File: config.mk
export PLATFORM = sky130hd
export DESIGN_NAME = utf8_stream_decoder
export DESIGN_NICKNAME = d
export VERILOG_FILES = /design/src/hdl/u8d_pkg.sv /design/src/hdl/u8d_front.sv /design/src/hdl/u8d_queue.sv /design/src/hdl/u8d_back.sv /design/src/hdl/utf8_stream_decoder.sv
export SDC_FILE = /design/constraint.sdc
export NUM_CORES = 1
export LEC_CHECK = 0
export ABC_AREA = 0
export BUFFER_PORTS_ARGS = -buffer_cell sky130_fd_sc_hd__buf_2
export CORE_MARGIN = 4
export CORE_UTILIZATION = 40
export CTS_CLUSTER_SIZE = 40
export DETAILED_ROUTE_END_ITERATION = 16
export SYNTH_ARGS = -nofsm -noshare
export SYNTH_HDL_FRONTEND = slang
export SYNTH_SLANG_ARGS = --single-unit
File: constraint.sdc
create_clock -name clk -period 11.05 [get_ports clk]
set_input_delay 1.105 -clock clk [delete_from_list [all_inputs] [get_ports clk]]
set_output_delay 1.105 -clock clk [all_outputs]
set_load 0.02 [all_outputs]
File: src/hdl/u8d_pkg.sv
// Shared types and constants for the UTF-8 stream decoder.
package u8d_pkg;

  localparam int CP_W    = 21;
  localparam int QDEPTH  = 4;
  localparam int QPTR_W  = 2;

  localparam logic [7:0] CONT_MASK  = 8'hC0;
  localparam logic [7:0] CONT_CODE  = 8'h80;
  localparam logic [7:0] LEAD2_MASK = 8'hE0;
  localparam logic [7:0] LEAD2_CODE = 8'hC0;
  localparam logic [7:0] LEAD3_MASK = 8'hF0;
  localparam logic [7:0] LEAD3_CODE = 8'hE0;
  localparam logic [7:0] LEAD4_MASK = 8'hF8;
  localparam logic [7:0] LEAD4_CODE = 8'hF0;
  localparam logic [7:0] PAY2_MASK  = 8'h1F;
  localparam logic [7:0] PAY3_MASK  = 8'h0F;
  localparam logic [7:0] PAY4_MASK  = 8'h07;
  localparam logic [7:0] CONT_PAY   = 8'h3F;

  localparam logic [2:0] LEN2 = 3'd2;
  localparam logic [2:0] LEN3 = 3'd3;
  localparam logic [2:0] LEN4 = 3'd4;

  localparam logic [CP_W-1:0] REPL_CP = 21'h00FFFD;

  // Work for one accepted byte: rep_cnt replacement results, then an
  // optional plain code point.
  typedef struct packed {
    logic [2:0]      rep_cnt;
    logic            tail_vld;
    logic [CP_W-1:0] tail_cp;
    logic            eot;
  } desc_t;

endpackage

File: src/hdl/u8d_front.sv
// Front end: accepts bytes, tracks the open sequence and builds result descriptors.
module u8d_front
  import u8d_pkg::*;
(
  input  logic        clk,
  input  logic        rst_n,
  input  logic        in_tvalid,
  output logic        in_tready,
  input  logic [7:0]  in_tdata,
  input  logic        in_tlast,
  input  logic        q_ready,
  output logic        q_push,
  output desc_t       q_desc
);

  logic [1:0]      held_r, held_nxt;
  logic [2:0]      len_r, len_nxt;
  logic [CP_W-1:0] part_r, part_nxt;
  logic [2:0]      h_inc;
  logic [2:0]      rep;
  logic            tail_vld;
  logic [CP_W-1:0] tail_cp;
  logic            accept;
  logic [7:0]      b;

  assign b         = in_tdata;
  assign in_tready = q_ready;
  assign accept    = in_tvalid && q_ready;

  always_comb begin
    held_nxt = held_r;
    len_nxt  = len_r;
    part_nxt = part_r;
    rep      = 3'd0;
    tail_vld = 1'b0;
    tail_cp  = '0;
    h_inc    = {1'b0, held_r} + 3'd1;
    if ((held_r != 2'd0) && ((b & CONT_MASK) == CONT_CODE)) begin
      part_nxt = {part_r[CP_W-7:0], b[5:0] & CONT_PAY[5:0]};
      if (h_inc >= len_r) begin
        tail_vld = 1'b1;
        tail_cp  = part_nxt;
        held_nxt = 2'd0;
        len_nxt  = 3'd0;
        part_nxt = '0;
      end else begin
        held_nxt = h_inc[1:0];
      end
    end else begin
      // Any held bytes of a broken sequence each give a replacement.
      rep      = {1'b0, held_r};
      held_nxt = 2'd0;
      len_nxt  = 3'd0;
      part_nxt = '0;
      if (b[7] == 1'b0) begin
        tail_vld = 1'b1;
        tail_cp  = {{(CP_W-8){1'b0}}, b};
      end else if ((b & LEAD2_MASK) == LEAD2_CODE) begin
        held_nxt = 2'd1;
        len_nxt  = LEN2;
        part_nxt = {{(CP_W-8){1'b0}}, b & PAY2_MASK};
      end else if ((b & LEAD3_MASK) == LEAD3_CODE) begin
        held_nxt = 2'd1;
        len_nxt  = LEN3;
        part_nxt = {{(CP_W-8){1'b0}}, b & PAY3_MASK};
      end else if ((b & LEAD4_MASK) == LEAD4_CODE) begin
        held_nxt = 2'd1;
        len_nxt  = LEN4;
        part_nxt = {{(CP_W-8){1'b0}}, b & PAY4_MASK};
      end else begin
        rep = rep + 3'd1;
      end
    end
    if (in_tlast && (held_nxt != 2'd0)) begin
      rep      = rep + {1'b0, held_nxt};
      held_nxt = 2'd0;
      len_nxt  = 3'd0;
      part_nxt = '0;
    end
  end

  assign q_desc.rep_cnt  = rep;
  assign q_desc.tail_vld = tail_vld;
  assign q_desc.tail_cp  = tail_cp;
  assign q_desc.eot      = in_tlast;
  // A lead byte that breaks no held sequence and does not end the text queues nothing.
  assign q_push = accept && ((rep != 3'd0) || tail_vld);

  always_ff @(posedge clk) begin
    if (!rst_n) begin
      held_r <= 2'd0;
      len_r  <= 3'd0;
      part_r <= '0;
    end else if (accept) begin
      held_r <= held_nxt;
      len_r  <= len_nxt;
      part_r <= part_nxt;
    end
  end

endmodule

File: src/hdl/u8d_queue.sv
// Short descriptor queue between the front end and the result sequencer.
module u8d_queue
  import u8d_pkg::*;
(
  input  logic  clk,
  input  logic  rst_n,
  input  logic  push,
  input  desc_t push_desc,
  output logic  ready,
  input  logic  pop,
  output logic  head_vld,
  output desc_t head_desc
);

  desc_t             mem_r [QDEPTH];
  logic [QPTR_W-1:0] wr_ptr_r, rd_ptr_r;
  logic [QPTR_W:0]   cnt_r;

  assign ready     = (cnt_r != QDEPTH[QPTR_W:0]);
  assign head_vld  = (cnt_r != '0);
  assign head_desc = mem_r[rd_ptr_r];

  always_ff @(posedge clk) begin
    if (push) begin
      mem_r[wr_ptr_r] <= push_desc;
    end
  end

  always_ff @(posedge clk) begin
    if (!rst_n) begin
      wr_ptr_r <= '0;
      rd_ptr_r <= '0;
      cnt_r    <= '0;
    end else begin
      if (push) wr_ptr_r <= wr_ptr_r + QPTR_W'(1);
      if (pop)  rd_ptr_r <= rd_ptr_r + QPTR_W'(1);
      if (push && !pop) begin
        cnt_r <= cnt_r + (QPTR_W+1)'(1);
      end else if (pop && !push) begin
        cnt_r <= cnt_r - (QPTR_W+1)'(1);
      end
    end
  end

endmodule

File: src/hdl/u8d_back.sv
// Result sequencer: expands each descriptor into code points, one per cycle unless stalled.
module u8d_back
  import u8d_pkg::*;
(
  input  logic        clk,
  input  logic        rst_n,
  input  logic        head_vld,
  input  desc_t       head_desc,
  output logic        pop,
  output logic        out_tvalid,
  input  logic        out_tready,
  output logic [23:0] out_tdata,
  output logic [1:0]  out_tuser,
  output logic        out_tlast
);

  logic [1:0]      idx_r;
  logic            vld_r;
  logic [CP_W-1:0] cp_r;
  logic            repl_r, last_r, done_r;
  logic [2:0]      total;
  logic            is_last, is_rep, emit;

  assign total   = head_desc.rep_cnt + {2'b00, head_desc.tail_vld};
  assign is_last = ({1'b0, idx_r} == (total - 3'd1));
  assign is_rep  = ({1'b0, idx_r} < head_desc.rep_cnt);
  assign emit    = head_vld && (!vld_r || out_tready);
  assign pop     = emit && is_last;

  always_ff @(posedge clk) begin
    if (!rst_n) begin
      vld_r <= 1'b0;
      idx_r <= 2'd0;
    end else begin
      if (emit) begin
        vld_r <= 1'b1;
        idx_r <= is_last ? 2'd0 : idx_r + 2'd1;
      end else if (out_tready) begin
        vld_r <= 1'b0;
      end
    end
  end

  always_ff @(posedge clk) begin
    if (emit) begin
      cp_r   <= is_rep ? REPL_CP : head_desc.tail_cp;
      repl_r <= is_rep;
      last_r <= is_last;
      done_r <= is_last && head_desc.eot;
    end
  end

  assign out_tvalid = vld_r;
  assign out_tdata  = {3'b000, cp_r};
  assign out_tuser  = {done_r, repl_r};
  assign out_tlast  = last_r;

endmodule

File: src/hdl/utf8_stream_decoder.sv
// Top level of the UTF-8 stream decoder.
//
//  channel  dir  handshake            payload
//  in_      in   in_tvalid/in_tready   tdata[7:0] text byte, tlast end of text
//  out_     out  out_tvalid/out_tready tdata[20:0] code point, tlast last of run,
//                                      tuser[0] replaced, tuser[1] text done
//
// Each accepted byte is classified in the cycle it is accepted; a byte gives
// zero to four results, and the sequencer sends one result per cycle while
// out_tready is high, so a stream with at most one result per byte runs at
// one byte per cycle. Results pass through the four-entry queue and then the
// output register. Reset clears the held sequence, the queue and out_tvalid.
// Input stalls only when the queue is full; output stalls back up into it.
module utf8_stream_decoder
  import u8d_pkg::*;
(
  input  logic        clk,
  input  logic        rst_n,
  input  logic        in_tvalid,
  output logic        in_tready,
  input  logic [7:0]  in_tdata,   // [7:0] text_byte
  input  logic        in_tlast,
  output logic        out_tvalid,
  input  logic        out_tready,
  output logic [23:0] out_tdata,  // [20:0] code_point, [23:21] zero
  output logic [1:0]  out_tuser,  // [0] replaced, [1] text_done
  output logic        out_tlast
);

  logic  q_ready, q_push, q_pop, head_vld;
  desc_t push_desc, head_desc;

  u8d_front u_front (
    .clk       (clk),
    .rst_n     (rst_n),
    .in_tvalid (in_tvalid),
    .in_tready (in_tready),
    .in_tdata  (in_tdata),
    .in_tlast  (in_tlast),
    .q_ready   (q_ready),
    .q_push    (q_push),
    .q_desc    (push_desc)
  );

  u8d_queue u_queue (
    .clk       (clk),
    .rst_n     (rst_n),
    .push      (q_push),
    .push_desc (push_desc),
    .ready     (q_ready),
    .pop       (q_pop),
    .head_vld  (head_vld),
    .head_desc (head_desc)
  );

  u8d_back u_back (
    .clk        (clk),
    .rst_n      (rst_n),
    .head_vld   (head_vld),
    .head_desc  (head_desc),
    .pop        (q_pop),
    .out_tvalid (out_tvalid),
    .out_tready (out_tready),
    .out_tdata  (out_tdata),
    .out_tuser  (out_tuser),
    .out_tlast  (out_tlast)
  );

endmodule

# Yosys cells after proc, flatten, opt, wreduce, memory -nomap -nowiden
# Memories as Yosys holds them, arrays and structs flattened. A register that Yosys moved wholly into a read port is not among the register bits.
# Cells that the tools add are included.
# totals
inputBits	13
ramBits	104
word_cells	94
regBits	54
n_memories	1
# memory_table
memory	depth	word_bits	read_ports	rd_ports_with_merged_regs	write_ports	line_no	rtl
u_queue.mem_r	4	26	1	1	1	u8d_queue.sv:15	desc_t mem_r [QDEPTH];
# classes
reduce_logical	21
eq_ne	7
mux	42
magnitude_cmp	2
addsub	9
# ops
cell	n
15-bit 2-to-1 mux	5
3-bit 2-to-1 mux	16
21-bit 2-to-1 mux	2
2-bit 2-to-1 mux	9
1-bit logical AND	9
1-bit 2-to-1 mux	8
2-bit nonzero test	4
7-bit 2-to-1 mux	1
2-bit by 1-bit adder with 2-bit output, second input constant	3
3-bit != test, second input constant	2
3-bit nonzero test	2
3-bit by 1-bit subtractor with 3-bit output, second input constant	2
5-bit equality test, second input constant	1
4-bit equality test, second input constant	1
4-bit 2-to-1 mux	1
2-bit by 1-bit adder with 3-bit output, second input constant	1
3-bit by 1-bit adder with 3-bit output	1
3-bit by 1-bit adder with 3-bit output, second input constant	1
3-bit by 2-bit adder with 3-bit output	1
2-bit by 3-bit equality test with 1-bit output	1
3-bit equality test, second input constant	1
3-bit greater-or-equal comparator	1
1-bit zero test	3
2-bit by 3-bit < comparator with 1-bit output	1
other kinds (3)	4

# Logic depth before layout (Yosys ltp)
# Gate-level depths: netlist of the first run.
# logic_depth
depth_word	16
ltp_mapped	18
ltp_nobuf	18

# Cells and area by module
# From an unflattened synthesis of the first run, not the netlist that was laid out.
# hier_totals
cells_unflattened	421
hier_area_um2	6764.0
# modules_own_cells
module	cells_each	seq_area_each_um2	n_inst	area_each_um2
u8d_queue	180	3303.2	1	4244.1
u8d_front	159	400.4	1	1355.0
u8d_back	82	780.7	1	1164.9

# Worst setup path after synthesis of the first run
# OpenSTA, ideal clock, no wires.
# synth_path
path_kind	input-to-reg
from	in in_tdata[7]
to	mem u_queue.mem_r[0][0] in the netlist's numbering, enable pin
path_slack_ns	6.520
arrival_time_ns	4.118
setup_ns	0.412
path_stages	10
required_time_ns	10.638
path_cell_list	clkbuf_1 > nor3b_2 > o211ai_1 > o21ai_0 > ha_1 > inv_1 > fa_1 > nand3b_1 > a311oi_4 > nor2b_1
# synth_via
elab_chain_cells	14
# synth_lines
element	line_no	rtl
start, declared	utf8_stream_decoder.sv:21	input logic [7:0] in_tdata,
branches (longest 10 deep; another with 3-bit by 2-bit adder with 3-bit output)	--	
1-bit logical OR (*)	u8d_front.sv:87	assign q_push = accept && ((rep != 3'd0) || tail_vld);
1-bit logical AND (*)	u8d_front.sv:87	
1-bit 2-to-1 mux (*)	u8d_queue.sv:24	if (push) begin
1-bit 2-to-1 mux (not written as such) (*)	u8d_queue.sv:25	mem_r[wr_ptr_r] <= push_desc;
end, declared	u8d_queue.sv:15	
# Mark *: on every way between the ends.

# Worst setup path in the final report of the first run
# layout_path
from	reg u_front.held_r[0]
to	reg u_queue.cnt_r[2]
# layout_via
elab_chain_cells	14
# layout_lines
element	line_no	rtl
start, declared	u8d_front.sv:16	logic [1:0] held_r, held_nxt;
start signal, assigned	u8d_front.sv:95	held_r <= held_nxt;
2-bit by 1-bit adder with 3-bit output	u8d_front.sv:37, u8d_front.sv:71	
3-bit 2-to-1 mux	u8d_front.sv:66	end else if ((b & LEAD4_MASK) == LEAD4_CODE) begin
3-bit 2-to-1 mux	u8d_front.sv:62	end else if ((b & LEAD3_MASK) == LEAD3_CODE) begin
3-bit 2-to-1 mux	u8d_front.sv:58	end else if ((b & LEAD2_MASK) == LEAD2_CODE) begin
3-bit 2-to-1 mux	u8d_front.sv:55	if (b[7] == 1'b0) begin
3-bit 2-to-1 mux	u8d_front.sv:38	if ((held_r != 2'd0) && ((b & CONT_MASK) == CONT_CODE)) begin
3-bit by 2-bit adder with 3-bit output	u8d_front.sv:75	rep = rep + {1'b0, held_nxt};
3-bit 2-to-1 mux	u8d_front.sv:74	if (in_tlast && (held_nxt != 2'd0)) begin
3-bit nonzero test	u8d_front.sv:87	
1-bit logical OR (*)	u8d_front.sv:87	
1-bit logical AND (*)	u8d_front.sv:87	
named net q_push	utf8_stream_decoder.sv:30	logic q_ready, q_push, q_pop, head_vld;
1-bit zero test	u8d_queue.sv:39	end else if (pop && !push) begin
1-bit logical AND	u8d_queue.sv:39	
2-bit nonzero test (no source line)	--	
end signal, assigned	u8d_queue.sv:38	cnt_r <= cnt_r + (QPTR_W+1)'(1);
end signal, assigned	u8d_queue.sv:40	cnt_r <= cnt_r - (QPTR_W+1)'(1);
end, declared	u8d_queue.sv:17	logic [QPTR_W:0] cnt_r;
# Mark *: on every way through the listed nets, which the timed path passes. The rest lies on a longest branch.
# A chain may end at the register's enable or synchronous reset.

==> flow_metrics.env, run 1 <==
export IMPL_rr_worst_depth=18
export IMPL_initial_utilization=0.406
export IMPL_synth_distinct_cells=55
export IMPL_core_area_sq_mm=0.0165
export IMPL_hold_path_cell_count=2
export IMPL_initial_antenna_violation_count=0
export IMPL_yosysWarnings=0
export IMPL_largest_net_degree_at_the_start_of_global_routing=34
export IMPL_gp_congestion=0.842
export IMPL_dp_final_hpwl_mm=7.71
export IMPL_path_cells="inv_1 -> ha_1 -> ha_1 -> a21oi_1 -> o211ai_1 -> o21ai_0 -> ha_1 -> inv_1 -> fa_1 -> nand3b_1 -> a311oi_4 -> inv_2 -> ha_1 -> inv_1 -> fa_1 -> xor2_1 -> or3_1 -> a21boi_0"
export IMPL_numCtsBuffers=17
export IMPL_timing_rr_start="u_front.held_r[0]"
export IMPL_timing_critical_path_slowest_stage_cell="sky130_fd_sc_hd__a311oi_4"
export IMPL_cts_tree="yes"
export IMPL_ant_nets=0
export IMPL_power_per_cell_area_mw_per_mm2=236
export IMPL_setup_tns_ns=0
export IMPL_worst_r2r_endpoint="u_queue.cnt_r[2]"
export IMPL_worst_pin_slew_ns=1.16
export IMPL_cts_max_path_buffers=2
export IMPL_cp_peak_stage_delay_ns=0.70
export IMPL_n_fill_cell=1434
export IMPL_remaining_global_route_overflow=0
export IMPL_timing_hold_worst_start="u_front.part_r[3]"
export IMPL_setup_viol_count_final=0
export IMPL_floorplan_io_pins=42
export IMPL_p_total_w=0.00183
export IMPL_min_period_ns=4.54
export IMPL_crit_type="flop to flop"
export IMPL_async_reset_ff_frac=0
export IMPL_antenna_diode_count=0
export IMPL_rsz0062_at_grt="no"
export IMPL_routed_wire_length_per_instance_um=17.5
export IMPL_drc=0
export IMPL_result_of_the_run="finished clean"
export IMPL_critical_path_required_ns=11.40
export IMPL_dr_pass1_iters=4
export IMPL_crit_path_start_kind="flop"
export IMPL_regToRegSetupSlack_ns=6.51
export IMPL_route_vias_total=3599
export IMPL_grt_pass1_wl_mm=20.1
export IMPL_postCtsSetupBuffers=0
export IMPL_cts_resized_gates=0
export IMPL_postSynthRegisterBits=160
export IMPL_syn_inst=430
export IMPL_slew_limit_headroom=0.227
export IMPL_critical_path_data_arrival_time_ns=4.89
export IMPL_share_of_post_route_cells_with_drive_strength_above_1=0.222
export IMPL_max_clock_freq_mhz=220
export IMPL_path_max_fanout=7
export IMPL_path_delay_family="adder cells"
export IMPL_drt_first_iter_violations=211
export IMPL_cts_htree_levels=4
export IMPL_report_final_hold_viol_count=0
export IMPL_leakagePower_nw=2.65
export IMPL_postLayoutCoreUtil=0.471
export IMPL_final_min_period_over_clock_period=0.411
export IMPL_area_growth_synth_to_final_pct=15.8
export IMPL_skew_ns=0.00548
export IMPL_synth_main_ff_cell="sky130_fd_sc_hd__edfxtp_1"
export IMPL_finalMaxSlewViolations=0
export IMPL_cts_reportedPaths_clkPinSlew_ns=0.06
export IMPL_die_width_um=138
export IMPL_syn_cell_area_sq_mm=0.00672
export IMPL_numPortBuffers=38
export IMPL_hold_path_endpoint="u_front.part_r[3]"
export IMPL_holdWs_ns=0.481
export IMPL_global_route_usage_total=0.143
export IMPL_cts_root_buffer="sky130_fd_sc_hd__clkbuf_16"
export IMPL_worstHoldPathType="flop to flop"
export IMPL_synth_seq_area_share=0.668
export IMPL_synth_edff_count=128
export IMPL_clkLatencyLatePin_ns=0.42
export IMPL_cp_num_buf_inv=4
export IMPL_post_drt_via_cell_ratio=5.13
export IMPL_postRouteWirelength_mm=12.3
export IMPL_cpMostUsedCell="sky130_fd_sc_hd__ha_1"
export IMPL_postCtsHoldBufs=0
export IMPL_core_rowCount=47
export IMPL_design_final_nets=498
export IMPL_first_global_vias=3691
export IMPL_critPathCaptureType="flop"
export IMPL_cts_sinks=160
export IMPL_die_height_um=138
export IMPL_max_cap_violations=0
export IMPL_irDropWorstVdd_mv=0.117
export IMPL_floorplan_die_area_sq_mm=0.0189
export IMPL_synth_avg_cell_area_sq_um=15.6
sequential cells by signal, indices dropped and copies added (netlist names), named ones only:
| register | cells |
|---|---|
| u_back.out_tlast | 1 |
| u_back.out_tvalid | 1 |
| u_front.len_r | 3 |
| u_queue.cnt_r | 3 |
| u_back.idx_r | 2 |
| u_queue.wr_ptr_r | 2 |
| u_queue.mem_r | 104 |
| u_back.done_r | 1 |
| u_back.repl_r | 1 |
| u_front.part_r | 15 |
| u_back.cp_r | 21 |
| u_front.held_r | 2 |
| u_queue.rd_ptr_r | 2 |
logic make-up (layout without fill, tap and decap cells):
| group | Yosys count | after routing | share of synthesized area |
|---|---|---|---|
| compound gates | 46 | 46 | 0.0499 |
| xor+xnor | 8 | 8 | 0.0104 |
| fa+ha+maj | 16 | 16 | 0.0320 |
| buf+inv | 38 | 88 | 0.0257 |
| flops | 160 | 160 | 0.668 |
| mux | 33 | 33 | 0.100 |
| other cells | 1 | 3 | 0.000558 |
| simple gates | 128 | 128 | 0.113 |
where the power goes:
group	switching, W	internal [W]
sequential	0.0000492	0.000760
clock	0.000224	0.000402
combinational	0.000233	0.000163
total	0.000506	0.00133
cell usage after synthesis, types with 7 or more instances:
master                     count  share of area
sky130_fd_sc_hd__edfxtp_1    128           0.57
sky130_fd_sc_hd__dfxtp_1      32          0.095
sky130_fd_sc_hd__nor2b_1      32          0.030
sky130_fd_sc_hd__and2_1       29          0.027
sky130_fd_sc_hd__mux4_2       22          0.074
sky130_fd_sc_hd__nand2_1      18          0.010
sky130_fd_sc_hd__or3_1        16          0.015
sky130_fd_sc_hd__inv_1        15         0.0084
sky130_fd_sc_hd__a22oi_1      14          0.016
sky130_fd_sc_hd__ha_1         14          0.026
sky130_fd_sc_hd__clkbuf_1     12         0.0067
sky130_fd_sc_hd__a21oi_1       7         0.0052
sky130_fd_sc_hd__nor2_1        7         0.0039
sky130_fd_sc_hd__o21ai_0       7         0.0052
worst max-delay path by stage:
stage | from | end | cells past startpoint
floorplan | in_tdata[7] | u_queue.mem_r[0][0] | 10
global placement | in_tdata[7] | u_queue.cnt_r[2] | 16
detailed placement | in_tdata[7] | u_queue.cnt_r[2] | 16
CTS | u_front.held_r[0] | u_queue.cnt_r[2] | 18
global route | u_front.held_r[0] | u_queue.cnt_r[2] | 18
finish | u_front.held_r[0] | u_queue.cnt_r[2] | 18
worst register-to-register path, stage by stage (launching register included):
cell,delay [ns]
sky130_fd_sc_hd__dfxtp_1,0.47
sky130_fd_sc_hd__inv_1,0.12
sky130_fd_sc_hd__ha_1,0.39
sky130_fd_sc_hd__ha_1,0.22
sky130_fd_sc_hd__a21oi_1,0.14
sky130_fd_sc_hd__o211ai_1,0.14
sky130_fd_sc_hd__o21ai_0,0.28
sky130_fd_sc_hd__ha_1,0.21
sky130_fd_sc_hd__inv_1,0.05
sky130_fd_sc_hd__fa_1,0.50
sky130_fd_sc_hd__nand3b_1,0.12
sky130_fd_sc_hd__a311oi_4,0.70
sky130_fd_sc_hd__inv_2,0.05
sky130_fd_sc_hd__ha_1,0.25
sky130_fd_sc_hd__inv_1,0.09
sky130_fd_sc_hd__fa_1,0.19
sky130_fd_sc_hd__xor2_1,0.08
sky130_fd_sc_hd__or3_1,0.31
sky130_fd_sc_hd__a21boi_0,0.16
metal layers:
layer | part of all wire | track usage | up-vias
met5 | 0 | 0 | -
met4 | 0.021 | 0.0604 | 0
met3 | 0.041 | 0.0351 | 22
met2 | 0.50 | 0.236 | 82
met1 | 0.44 | 0.181 | 1799
li1 | - | - | 1696
layout by cell type, fill, tap and decap left out, types with 2 or more instances in the layout:
cell type                   synthesis  final
sky130_fd_sc_hd__a21boi_0           2      2
sky130_fd_sc_hd__a21oi_1            7      6
sky130_fd_sc_hd__a22oi_1           14     14
sky130_fd_sc_hd__a32oi_1            2      2
sky130_fd_sc_hd__and2_1            29     29
sky130_fd_sc_hd__buf_2              3     38
sky130_fd_sc_hd__buf_4              5      2
sky130_fd_sc_hd__bufinv_16          0      4
sky130_fd_sc_hd__clkbuf_1          12      2
sky130_fd_sc_hd__clkbuf_16          0     18
sky130_fd_sc_hd__clkbuf_8           0      2
sky130_fd_sc_hd__clkinv_2           0      4
sky130_fd_sc_hd__conb_1             1      3
sky130_fd_sc_hd__dfxtp_1           32     31
sky130_fd_sc_hd__edfxtp_1         128    128
sky130_fd_sc_hd__fa_1               2      2
sky130_fd_sc_hd__ha_1              14     14
sky130_fd_sc_hd__inv_1             15     15
sky130_fd_sc_hd__mux2i_1            6      6
sky130_fd_sc_hd__mux4_1             4      4
sky130_fd_sc_hd__mux4_2            22     22
sky130_fd_sc_hd__nand2_1           18     18
sky130_fd_sc_hd__nand2_2            2      2
sky130_fd_sc_hd__nand2b_1           4      4
sky130_fd_sc_hd__nand3_1            3      3
sky130_fd_sc_hd__nand4_1            2      2
sky130_fd_sc_hd__nor2_1             7      7
sky130_fd_sc_hd__nor2b_1           32     28
sky130_fd_sc_hd__nor2b_4            0      4
sky130_fd_sc_hd__nor3_1             2      2
sky130_fd_sc_hd__o21a_1             2      2
sky130_fd_sc_hd__o21ai_0            7      7
sky130_fd_sc_hd__o21ai_1            3      3
sky130_fd_sc_hd__or2_1              2      2
sky130_fd_sc_hd__or3_1             16     16
sky130_fd_sc_hd__or3b_1             2      2
sky130_fd_sc_hd__xnor2_1            6      6
sky130_fd_sc_hd__xor2_1             2      2
stage by stage:
step	cell area (sq um)	setup WS, ns	instances
after detailed placement	7130	6.27	670
after global routing	7770	6.19	702
after CTS	7770	6.52	702
after floorplan	6720	6.52	432
after global placement	7130	6.48	670
final	7770	6.51	702
layout make-up:
cell class                 instances  area [sq um]  share of cell area
inverter                          16          60.1             0.00772
multi-input combinational        234          2110               0.271
clock buffer                      22           485              0.0624
tap                              220           275              0.0354
sequential                       160          4490               0.577
timing repair buffer              40           205              0.0264
clock inverter                    10           156              0.0201
Note: power is estimated with default switching activity, not from simulation.
==> run 2, diff against run 1 <==
--- a/config.mk
+++ b/config.mk
@@ -5,7 +5,7 @@
 export SDC_FILE = /design/constraint.sdc
 export NUM_CORES = 1
 export LEC_CHECK = 0
-export ABC_AREA = 0
+export ABC_AREA = 1
 export BUFFER_PORTS_ARGS = -buffer_cell sky130_fd_sc_hd__buf_2
 export CORE_MARGIN = 4
 export CORE_UTILIZATION = 40
==> constraint.sdc (replaced) <==
create_clock -name clk -period 4.3 [get_ports clk]
set_input_delay 0.43 -clock clk [delete_from_list [all_inputs] [get_ports clk]]
set_output_delay 0.43 -clock clk [all_outputs]
set_load 0.02 [all_outputs]
==> flow_metrics.env, run 2 <==
export IMPL_least_setup_slack_across_all_paths_after_layout_ns=0.409
export IMPL_die_width_um=137
export IMPL_post_place_ws_ns=0.204
export IMPL_floorplan_io_pins=42
export IMPL_final_min_period_over_clock_period=0.905
export IMPL_initial_antenna_violation_count=0
export IMPL_share_of_post_route_cells_with_drive_strength_above_1=0.176
export IMPL_drc=0
export IMPL_global_route_usage_total=0.157
export IMPL_result_of_the_run="finished clean"
export IMPL_synth_avg_cell_area_sq_um=11.3
export IMPL_skew_ns=0.00545
export IMPL_ant_nets=0
export IMPL_largest_register="u_queue.mem_r"
export IMPL_postSynthRegisterBits=160
export IMPL_cts_htree_levels=4
export IMPL_remaining_global_route_overflow=0
export IMPL_die_height_um=137
export IMPL_dr_pass1_iters=5
export IMPL_multi_input_area_sq_mm=0.00184
export IMPL_numCtsBuffers=17
export IMPL_critical_path_data_arrival_time_ns=4.20
export IMPL_first_global_vias=4276
export IMPL_grt_pass1_wl_mm=22.0
export IMPL_cts_sinks=160
export IMPL_cts_root_buffer="sky130_fd_sc_hd__clkbuf_16"
export IMPL_drt_first_iter_violations=279
export IMPL_layout_cells_most_common="sky130_fd_sc_hd__edfxtp_1"
export IMPL_leading_registers_by_flop_count="u_queue.mem_r: 104 flops, u_back.cp_r: 21 flops, u_front.part_r: 15 flops"
export IMPL_critical_path_required_ns=4.61
export IMPL_layout_common_cells="128 x sky130_fd_sc_hd__edfxtp_1, 92 x sky130_fd_sc_hd__nor2_1, 60 x sky130_fd_sc_hd__inv_1"
export IMPL_max_cap_violations=0
export IMPL_regToRegSetupSlack_ns=0.41
export IMPL_setup_tns_ns=0
export IMPL_design_final_nets=665
export IMPL_finalMaxSlewViolations=0
export IMPL_setup_viol_count_final=0
export IMPL_synth_seq_area_share=0.674
export IMPL_core_area_sq_mm=0.0161
export IMPL_path_max_fanout=5
export IMPL_synth_main_ff_cell="sky130_fd_sc_hd__edfxtp_1"
export IMPL_synth_top_area_frac=0.578
export IMPL_syn_cell_area_sq_mm=0.00665
export IMPL_postCtsHoldBufs=0
export IMPL_postLayoutCoreUtil=0.482
export IMPL_initial_utilization=0.413
export IMPL_area_growth_synth_to_final_pct=16.7
export IMPL_yosys_cell_count_top_type="sky130_fd_sc_hd__edfxtp_1"
export IMPL_power_per_cell_area_mw_per_mm2=619
export IMPL_synth_distinct_cells=35
export IMPL_routed_wire_length_per_instance_um=16.3
export IMPL_syn_inst=589
export IMPL_cts_reportedPaths_clkPinSlew_ns=0.06
export IMPL_clkLatencyLatePin_ns=0.42
export IMPL_post_drt_via_cell_ratio=5.10
export IMPL_post_synth_main_area_contributors="sky130_fd_sc_hd__edfxtp_1 58%, sky130_fd_sc_hd__dfxtp_1 9.6%, sky130_fd_sc_hd__nor2_1 5.4%"
export IMPL_async_reset_ff_frac=0
export IMPL_rsz0062_at_grt="no"
export IMPL_route_vias_total=4415
export IMPL_min_period_ns=3.89
export IMPL_worstHoldPathType="input port to flop"
export IMPL_critPathCaptureType="flop"
export IMPL_worst_pin_slew_ns=0.795
export IMPL_crit_type="flop to flop"
export IMPL_final_area_sq_mm=0.00776
export IMPL_cts_tree="yes"
export IMPL_gp_congestion=0.815
export IMPL_yosysWarnings=0
export IMPL_antenna_diode_count=0
export IMPL_leakagePower_nw=2.83
export IMPL_largest_net_degree_at_the_start_of_global_routing=53
export IMPL_cts_max_path_buffers=2
export IMPL_irDropWorstVdd_mv=0.303
export IMPL_placed_inst_area_sq_mm=0.00714
export IMPL_numPortBuffers=38
export IMPL_combined_flip_flop_and_latch_cell_area_sq_mm=0.00449
export IMPL_slew_limit_headroom=0.469
export IMPL_n_fill_cell=1453
export IMPL_core_rowCount=46
export IMPL_largest_reg_flops=104
export IMPL_max_clock_freq_mhz=257
export IMPL_top_cell_type_by_total_area_after_synthesis="sky130_fd_sc_hd__edfxtp_1"
export IMPL_postRouteWirelength_mm=14.1
export IMPL_floorplan_die_area_sq_mm=0.0188
export IMPL_report_final_hold_viol_count=0
export IMPL_crit_path_start_kind="flop"
export IMPL_yosys_top_cells_count="128 x sky130_fd_sc_hd__edfxtp_1, 96 x sky130_fd_sc_hd__nor2_1, 60 x sky130_fd_sc_hd__inv_1"
export IMPL_p_total_w=0.00481
export IMPL_dp_final_hpwl_mm=9.01
export IMPL_synth_edff_count=128
-- run 2: changes by cell type in the layout (fill, tap and decap cells not counted), sizes merged, moves of 26 or more --
| cell | previous run | this run |
|---|---|---|
| nor2b | 32 | 0 |
| and2 | 29 | 0 |
| inv | 16 | 67 |
| o21ai | 10 | 58 |
| a21oi | 7 | 42 |
| nor2 | 8 | 101 |
| nand2 | 20 | 58 |
| mux4 | 26 | 0 |
-- run 2: cell families after synthesis --
group / synth area share
AOI/OAI and AO/OA: 0.108
xor gates and xnor gates: 0.00395
adders and majority gates: 0.0323
buffers and inverters: 0.0581
DFF: 0.674
other: 0.000564
and+or+nand+nor: 0.123
-- run 2: power breakdown --
part	total (W)	switching, W	internal (W)
clock	0.00153	0.000567	0.000958
sequential	0.00204	0.0000643	0.00197
combinational	0.00125	0.000884	0.000362
-- run 2: what timing repair did --
item                                   4_1_cts  5_1_grt
gates resized for setup                      0        5
endpoints found under the hold margin        0        0
setup endpoints to repair                    0        2
buffers inserted                             0        0
-- run 2: area by class of cell --
cell class                 instances  area share
clock buffer                      18      0.0553
multi-input combinational        334       0.237
sequential                       160       0.578
timing repair buffer              54      0.0400
inverter                          69      0.0334
clock inverter                    14      0.0221
tap                              216      0.0348
-- run 2: through the flow --
| step | hold slack (ns) | cells |
|---|---|---|
| floorplan | 0.435 | 591 |
| global placement | 0.451 | 833 |
| detailed placement | 0.457 | 833 |
| CTS | 0.272 | 865 |
| global route | 0.286 | 865 |
| finish | 0.285 | 865 |
-- run 2: layer usage --
metal	vias up	wire length [um]	track usage	part of all wire
li1	2122	-	-	-
met1	2130	5960	0.191	0.42
met2	131	7070	0.265	0.50
met3	32	695	0.0368	0.049
met4	0	384	0.0721	0.027
met5	-	0	0	0
-- run 2: worst max-delay path, stage by stage, from the launching register on --
cell and delay (ns):
sky130_fd_sc_hd__dfxtp_2 0.36, sky130_fd_sc_hd__inv_1 0.10, sky130_fd_sc_hd__ha_4 0.27, sky130_fd_sc_hd__ha_1 0.29
sky130_fd_sc_hd__nand3_1 0.12, sky130_fd_sc_hd__nand3_2 0.15, sky130_fd_sc_hd__nand2_4 0.09, sky130_fd_sc_hd__nand3_2 0.07
sky130_fd_sc_hd__inv_1 0.09, sky130_fd_sc_hd__ha_1 0.15, sky130_fd_sc_hd__inv_1 0.05, sky130_fd_sc_hd__fa_1 0.47
sky130_fd_sc_hd__inv_1 0.04, sky130_fd_sc_hd__o21ai_1 0.23, sky130_fd_sc_hd__nand3_2 0.16, sky130_fd_sc_hd__nand2_2 0.16
sky130_fd_sc_hd__inv_1 0.06, sky130_fd_sc_hd__ha_1 0.19, sky130_fd_sc_hd__inv_1 0.10, sky130_fd_sc_hd__fa_1 0.42
sky130_fd_sc_hd__o21ai_0 0.15, sky130_fd_sc_hd__a21oi_1 0.05
-- run 2: path summary, 6_finish.rpt --
kind,from,endpoint,cells after the start
min reg2reg,u_queue.rd_ptr_r[1],flop,2
max reg2reg,u_front.held_r[0],u_queue.cnt_r[1],21
min,in_tdata[1],u_front.part_r[1],3
max,u_front.held_r[0],u_queue.cnt_r[1],21
==> run 3, diff against run 2 <==
==> constraint.sdc (replaced) <==
create_clock -name clk -period 4.17 [get_ports clk]
set_input_delay 0.417 -clock clk [delete_from_list [all_inputs] [get_ports clk]]
set_output_delay 0.417 -clock clk [all_outputs]
set_load 0.01 [all_outputs]
==> flow_metrics.env, run 3 (synthesis gave the netlist of run 2 again) <==
export IMPL_critical_path_required_ns=4.48
export IMPL_largest_register="u_queue.mem_r"
export IMPL_result_of_the_run="finished clean"
export IMPL_cts_root_buffer="sky130_fd_sc_hd__clkbuf_16"
export IMPL_setup_tns_ns=0
export IMPL_report_final_hold_viol_count=0
export IMPL_regToRegSetupSlack_ns=0.33
export IMPL_cts_htree_levels=4
export IMPL_worst_pin_slew_ns=0.811
export IMPL_skew_ns=0.00936
export IMPL_antenna_diode_count=0
export IMPL_remaining_global_route_overflow=0
export IMPL_die_height_um=137
export IMPL_initial_utilization=0.413
export IMPL_floorplan_die_area_sq_mm=0.0188
export IMPL_share_of_post_route_cells_with_drive_strength_above_1=0.180
export IMPL_critical_path_data_arrival_time_ns=4.15
export IMPL_post_drt_via_cell_ratio=4.94
export IMPL_postCtsHoldBufs=0
export IMPL_first_global_vias=4145
export IMPL_layout_cells_most_common="sky130_fd_sc_hd__edfxtp_1"
export IMPL_finalMaxSlewViolations=0
export IMPL_numPortBuffers=38
export IMPL_leakagePower_nw=2.85
export IMPL_ant_nets=0
export IMPL_cp_num_buf_inv=6
export IMPL_hold_path_endpoint="u_front.part_r[1]"
export IMPL_critPathCaptureType="flop"
export IMPL_grt_pass1_wl_mm=21.9
export IMPL_worst_r2r_endpoint="u_queue.cnt_r[1]"
export IMPL_largest_reg_flops=104
export IMPL_max_clock_freq_mhz=260
export IMPL_drc=0
export IMPL_path_cells="inv_1 -> ha_1 -> ha_1 -> nand3_1 -> nand3_2 -> nand2_4 -> nand3_2 -> inv_1 -> ha_1 -> inv_1 -> fa_1 -> inv_1 -> o21ai_2 -> nand3_2 -> nand2_4 -> inv_1 -> ha_1 -> inv_1 -> fa_1 -> o21ai_0 -> a21oi_1"
export IMPL_timing_critical_path_slowest_stage_cell="sky130_fd_sc_hd__fa_1"
export IMPL_final_min_period_over_clock_period=0.921
export IMPL_timing_hold_worst_start="in_tdata[1]"
export IMPL_die_width_um=137
export IMPL_dp_final_hpwl_mm=9.02
export IMPL_design_final_nets=667
export IMPL_floorplan_io_pins=42
export IMPL_dr_pass1_iters=5
export IMPL_core_rowCount=46
export IMPL_cts_sinks=160
export IMPL_routed_wire_length_per_instance_um=15.9
export IMPL_slew_limit_headroom=0.458
export IMPL_cts_max_path_buffers=2
export IMPL_worstHoldPathType="input port to flop"
export IMPL_drt_first_iter_violations=355
export IMPL_core_area_sq_mm=0.0161
export IMPL_timing_rr_start="u_front.held_r[0]"
export IMPL_power_per_cell_area_mw_per_mm2=627
export IMPL_area_growth_synth_to_final_pct=16.8
export IMPL_hold_path_cell_count=3
export IMPL_postRouteWirelength_mm=13.8
export IMPL_largest_net_degree_at_the_start_of_global_routing=29
export IMPL_rr_worst_depth=21
export IMPL_cp_peak_stage_delay_ns=0.47
export IMPL_numCtsBuffers=17
export IMPL_global_route_usage_total=0.155
export IMPL_min_period_ns=3.84
export IMPL_cts_tree="yes"
export IMPL_holdWs_ns=0.279
export IMPL_gp_congestion=0.834
export IMPL_layout_common_cells="128 x sky130_fd_sc_hd__edfxtp_1, 92 x sky130_fd_sc_hd__nor2_1, 60 x sky130_fd_sc_hd__inv_1"
export IMPL_setup_viol_count_final=0
export IMPL_clkLatencyLatePin_ns=0.42
export IMPL_cts_reportedPaths_clkPinSlew_ns=0.06
export IMPL_irDropWorstVdd_mv=0.308
export IMPL_max_cap_violations=0
export IMPL_route_vias_total=4284
export IMPL_path_max_fanout=5
export IMPL_leading_registers_by_flop_count="u_queue.mem_r: 104 flops, u_back.cp_r: 21 flops, u_front.part_r: 15 flops"
export IMPL_path_delay_family="adder cells"
export IMPL_cpMostUsedCell="sky130_fd_sc_hd__inv_1"
export IMPL_crit_path_start_kind="flop"
export IMPL_crit_type="flop to flop"
export IMPL_initial_antenna_violation_count=0
export IMPL_rsz0062_at_grt="no"
run 3: final cells by class:
type | count | area, sq um
Clock buffer | 21 | 470
Clock inverter | 11 | 136
Fill cell | 1439 | 8340
Inverter | 69 | 259
Multi-Input combinational cell | 334 | 1830
Sequential cell | 160 | 4490
Tap cell | 216 | 270
Timing Repair Buffer | 56 | 325
run 3: how the worst max path moves through the flow:
| stage | from | end | slack (ns) | cells after the start |
|---|---|---|---|---|
| 3_3_place_gp | u_front.held_r[0] | u_queue.cnt_r[2] | 0.26 | 23 |
| 6_report | u_front.held_r[0] | u_queue.cnt_r[1] | 0.33 | 21 |
| 3_5_place_dp | u_front.held_r[0] | u_queue.cnt_r[2] | 0.13 | 23 |
| 4_1_cts | u_front.held_r[0] | u_queue.cnt_r[2] | 0.13 | 23 |
| 5_1_grt | u_front.held_r[0] | u_queue.cnt_r[1] | 0.02 | 21 |
| 2_1_floorplan | u_front.held_r[0] | u_queue.mem_r[1][0] | 0.07 | 16 |
run 3: power by group:
| part | total, W | internal (W) | switching, W | leakage [nW] |
|---|---|---|---|---|
| sequential | 0.00210 | 0.00203 | 0.0000686 | 1.45 |
| combinational | 0.00120 | 0.000379 | 0.000820 | 1.10 |
| clock | 0.00157 | 0.000982 | 0.000589 | 0.296 |
run 3: tightest hold or removal path, cell delays in order:
cell	delay [ns]
sky130_fd_sc_hd__buf_2	0.12
sky130_fd_sc_hd__nand2_1	0.06
sky130_fd_sc_hd__a21oi_1	0.05
run 3: per-layer routing:
| metal | share of wire | up-vias | global-route usage |
|---|---|---|---|
| met5 | 0 | - | 0 |
| met4 | 0.015 | 0 | 0.0516 |
| met3 | 0.047 | 19 | 0.0382 |
| met2 | 0.50 | 107 | 0.258 |
| met1 | 0.44 | 2032 | 0.199 |
| li1 | - | 2126 | - |
run 3: timing repair:
item,4_1_cts,5_1_grt
endpoints found under the setup margin,0,2
gates resized for setup,0,4
setup buffers,0,1
run 3: metrics by stage:
stage	instances	instance area (sq um)	worst slack (ns)	power, W	utilization
final	867	7770	0.329	0.00487	0.482
after global routing	867	7770	0.0195	0.00516	0.482
after CTS	866	7750	0.126	0.00493	0.481
after detailed placement	834	7150	0.127	0.00336	0.443
after global placement	834	7150	0.261	0.00331	0.443
after floorplan	591	6660	0.0667	0.00293	-
